**src/hdl/gif_lzw_pixel_decoder_assert.svh**
```systemverilog
// ----------------------------------------------------------------------------
// GIF LZW pixel decoder assertion macros
// Shared shorthand for the concurrent checks of the decoder.
// ----------------------------------------------------------------------------
`ifndef GIF_LZW_PIXEL_DECODER_ASSERT_SVH
`define GIF_LZW_PIXEL_DECODER_ASSERT_SVH

// The consequent must hold in the same cycle as the antecedent.
`define GLPD_ASSERT_NOW(lbl, ante, cons, msg) \
	lbl: assert property (@(posedge clk) disable iff (!arst_n) (ante) |-> (cons)) else $error(msg);

// The consequent must hold in the cycle after the antecedent.
`define GLPD_ASSERT_NEXT(lbl, ante, cons, msg) \
	lbl: assert property (@(posedge clk) disable iff (!arst_n) (ante) |=> (cons)) else $error(msg);

`endif

```
**src/hdl/glpd_ram.sv**
```systemverilog
// ----------------------------------------------------------------------------
// Generic RAM
// One write port and one read port with a registered read.
// ----------------------------------------------------------------------------
`timescale 1ns / 1ps
module glpd_ram #(
	parameter int WIDTH = 8,
	parameter int DEPTH = 256
) (
	input  logic                     clk,
	input  logic                     we,
	input  logic [$clog2(DEPTH)-1:0] waddr,
	input  logic [WIDTH-1:0]         wdata,
	input  logic                     re,
	input  logic [$clog2(DEPTH)-1:0] raddr,
	output logic [WIDTH-1:0]         rdata
);
	logic [WIDTH-1:0] mem [DEPTH];

	always_ff @(posedge clk) begin
		if (we) begin
			mem[waddr] <= wdata;
		end
		if (re) begin
			rdata <= mem[raddr];
		end
	end
endmodule

```
**config.mk**
```make
export PLATFORM = sky130hd
export DESIGN_NAME = glpd_ram
export DESIGN_NICKNAME = d
export VERILOG_FILES = /design/src/hdl/gif_lzw_pixel_decoder_assert.svh /design/src/hdl/glpd_ram.sv
export SDC_FILE = /design/constraint.sdc
export NUM_CORES = 2
export LEC_CHECK = 0
export BUFFER_PORTS_ARGS = -buffer_cell sky130_fd_sc_hd__buf_2
export CAP_MARGIN = 20
export CORE_MARGIN = 3
export CORE_UTILIZATION = 40
export DETAILED_ROUTE_END_ITERATION = 8
export GPL_TIMING_DRIVEN = 1
export SLEW_MARGIN = 5
export SYNTH_ARGS = -nofsm -noshare
export SYNTH_HDL_FRONTEND = slang
export SYNTH_SLANG_ARGS = --single-unit
```
**constraint.sdc**
```tcl
create_clock -name clk -period 4.2 [get_ports clk]
set_clock_uncertainty 0.1 [all_clocks]
set_input_delay 0.21 -clock clk [delete_from_list [all_inputs] [get_ports clk]]
set_output_delay 0.21 -clock clk [all_outputs]
set_load 0.02 [all_outputs]
```
==> reports/qor.txt <==
LOGIC SYNTHESIS
-------------------------------------------------------------------------------------
Synthesized netlist net count                                                    3760
Synth Area per Inst                                                         21.3 um^2
Number of different library cells in the post-synthesis netlist                    54
Number of synthesized flops with an enable pin                                   2056
Proportion of synthesized chip area in sequential cells                         77.5%
Number of standard cells after synthesis                                         3733
Share of synthesized flip-flops with an asynchronous set or reset                  0%
Synthesis Warnings                                                                  0
Synth Register Bits                                                              2056
Most instantiated flip-flop cell in the synthesis netlist                sky130_fd_sc_hd__edfxtp_1
Cell area after technology mapping                                         79600 um^2

TIMING
-------------------------------------------------------------------------------------
Pins over their slew limit                                                          0
Final min period                                                              3.16 ns
Worst-Margin Slew                                                             1.20 ns
Maximum frequency from static timing analysis                                 316 MHz
RSZ-0062 raised after global routing                                            false
Final setup fails                                                                   0
Final hold violation count                                                          0
Post-layout worst setup margin                                                1.04 ns
Fin crit share                                                                  75.3%
Post-route worst hold slack                                                 0.0689 ns
Slew headroom                                                                   20.0%

WORST HOLD PATH
-------------------------------------------------------------------------------------
Class of the tightest hold or removal check                                 in -> reg

FLOORPLAN
-------------------------------------------------------------------------------------
Die Span X                                                                     452 um
Vertical extent of the die                                                     452 um
Number of placement rows                                                          163
Die Footprint                                                             204000 um^2
Area of the core                                                          198000 um^2
Initial Utilization                                                             40.3%
Top Ports                                                                          35

WORST SETUP PATH
-------------------------------------------------------------------------------------
Biggest cell delay along the critical path                                    0.64 ns
Startpoint-to-endpoint class of the critical path                          reg -> reg
Data required, critical path                                                  4.67 ns
Cells along the critical path                                            mux4_2, a22o_1, a221oi_1, o221ai_1, a211oi_1, buf_4, nor4_1
Worst path arrival time                                                       3.64 ns
Slowest cell on the critical path                                        sky130_fd_sc_hd__a211oi_1
Type of destination of the critical path                                    flip-flop
Cell family contributing the most delay on the critical path             compound AO/OA/AOI/OAI gates
Worst path buffer plus inverter count                                               1
Maximum fanout count along the critical path                                        1
Sort of element at the start of the critical path                           flip-flop

ROUTE
-------------------------------------------------------------------------------------
First DRT Iteration DRCs                                                         4662
DRT Wirelength                                                              202000 um
Post-route antenna net violation count                                              0
Number of detailed-routing iterations run before antenna repair                     6
Total number of vias                                                            39400
Sum of routed wire segments on met1                                          83500 um
Vias per std cell                                                                5.80
Top metal layer carrying routed signals                                          met4
WL/cell                                                                       29.8 um
Drt drc                                                                             0
Routed met2 length                                                           97500 um
Routed length on met3                                                        15800 um

GLOBAL ROUTING
-------------------------------------------------------------------------------------
Global-route wire length before repair                                      293000 um
Vias in the first global route                                                  39500
Antenna violations before repair                                                   10
Overall track demand over capacity in global routing                            19.7%
Grt ovf                                                                             0
Largest net degree at the start of global routing                                 146

PLACED DESIGN
-------------------------------------------------------------------------------------
Setup Slack @ Placement                                                      0.257 ns
Post-place instance area                                                   83700 um^2
Port Buffer Count                                                                  34
Detailed Place HPWL                                                         125000 um
Final weighted congestion of routability-driven global placement                0.841

FINAL LAYOUT
-------------------------------------------------------------------------------------
Area of the multi-input gates                                              16500 um^2
Fill count                                                                      16400
Top library cells by usage in the layout, fill and taps aside            sky130_fd_sc_hd__edfxtp_1, sky130_fd_sc_hd__mux4_2, sky130_fd_sc_hd__nor2_1
Area added between synthesis and finish                                         13.7%
Final net count                                                                  3999
Most frequent standard cell in the layout excluding fill and tap cells   sky130_fd_sc_hd__edfxtp_1
Final cell area excluding filler cells                                     90600 um^2
Proportion of layout cells with a drive suffix above 1                          24.5%
Sequential standard cell area                                              61700 um^2

CTS
-------------------------------------------------------------------------------------
Cell chosen for the clock root                                           sky130_fd_sc_hd__clkbuf_16
Clock transition at path regs                                                 0.06 ns
Number of sinks driven by the clock tree                                         2056
Number of gates resized after cts                                                   0
Number of buffers created by CTS                                                  207
Insertion delay to the later sink of the worst-skew pair                      0.86 ns
Post-CTS setup-driven buffer insertion count                                        0
Clock tree from TritonCTS                                                         yes
Worst-case clock buffer depth                                                       3
Number of buffers added to fix hold violations after cts                           11
Maximum level of the CTS H-tree                                                     4

STATUS
-------------------------------------------------------------------------------------
Status                                                                   complete, no violations

JOB
-------------------------------------------------------------------------------------
Max-cap violations                                                                  0

POWER AND IR DROP
-------------------------------------------------------------------------------------
Peak VDD IR                                                                    398 uV
Lkg Pwr                                                                     0.0279 uW
Pwr dens                                                                  474 nW/um^2

-- tightest hold or removal path, delay by kind of cell --
family / cells / cell delay [ns]
simple gates: 2 / 0.44
buf+inv: 1 / 0.16
-- metrics by stage --
step | util [%] | total power (uW) | setup TNS, ns | instances
2_1_floorplan | - | 24200 | 0 | 3733
3_3_place_gp | 42.4 | 25200 | -0.0729 | 6388
3_5_place_dp | 42.4 | 25200 | 0 | 6390
4_1_cts | 45.8 | 43200 | 0 | 6776
5_1_grt | 45.8 | 44200 | 0 | 6780
6_report | 45.8 | 42900 | 0 | 6784
-- logic make-up after synthesis --
kind of cell	synth area share [%]
flip-flops	77.5
multiplexers	14.6
AND/OR/NAND/NOR	2.63
AO/OA/AOI/OAI	3.42
buffers and inverters	1.83
-- routing by layer --
layer  up-vias  global-route usage [%]
met5         -                       0
met4         0                    5.05
met3       276                    3.84
met2      1653                    31.3
met1     21200                    28.1
li1      16200                       -
-- sequential cells by signal, indices dropped and copies added, names as in the netlist --
signal / count
mem: 2048
rdata: 8
-- cells in the mapped netlist, drive strengths merged, types with 8 or more instances --
library cell  number  area (um^2)
a221oi            14          129
nor4              27          188
o211ai            10         75.1
nor3              22          110
a22oi            133          998
nand4             10         62.6
o22ai             28          175
a21oi             96          480
nand2             33          124
mux4             456        10300
o221ai            47          418
nand3             34          170
buf              122         1030
nor2             282         1060
o21ai             12         60.1
mux2i            134         1340
nand2b             8         50.1
edfxtp          2056        61700
a211oi            16          120
clkbuf           111          417
nor2b             31          194
a22o               8         70.1
-- path summary, 6_finish.rpt --
kind,from,end,slack (ns),cells past startpoint
setup / recovery,mem[26][5],rdata[5],1.04,7
hold / removal,waddr[2],mem[174][3],0.07,3
setup reg to reg,mem[26][5],rdata[5],1.04,7
hold reg to reg,mem[41][3],rdata[3],1.13,7
-- power breakdown --
part	internal [uW]	switching [uW]	leakage [uW]
logic	729	1370	0.00619
clock network	10300	7880	0.00325
registers	22600	26.1	0.0185
total	33700	9270	0.0279
-- area by class of cell --
class                   count  area share [%]
flip-flops and latches   2056            68.2
diodes                      6          0.0166
well taps                2640            3.65
clock inverters           122            1.49
inverters                   2         0.00829
repair buffers            263            2.56
multi-input cells        1442            18.2
clock buffers             253            5.91
(Power assumes the default switching activity.)
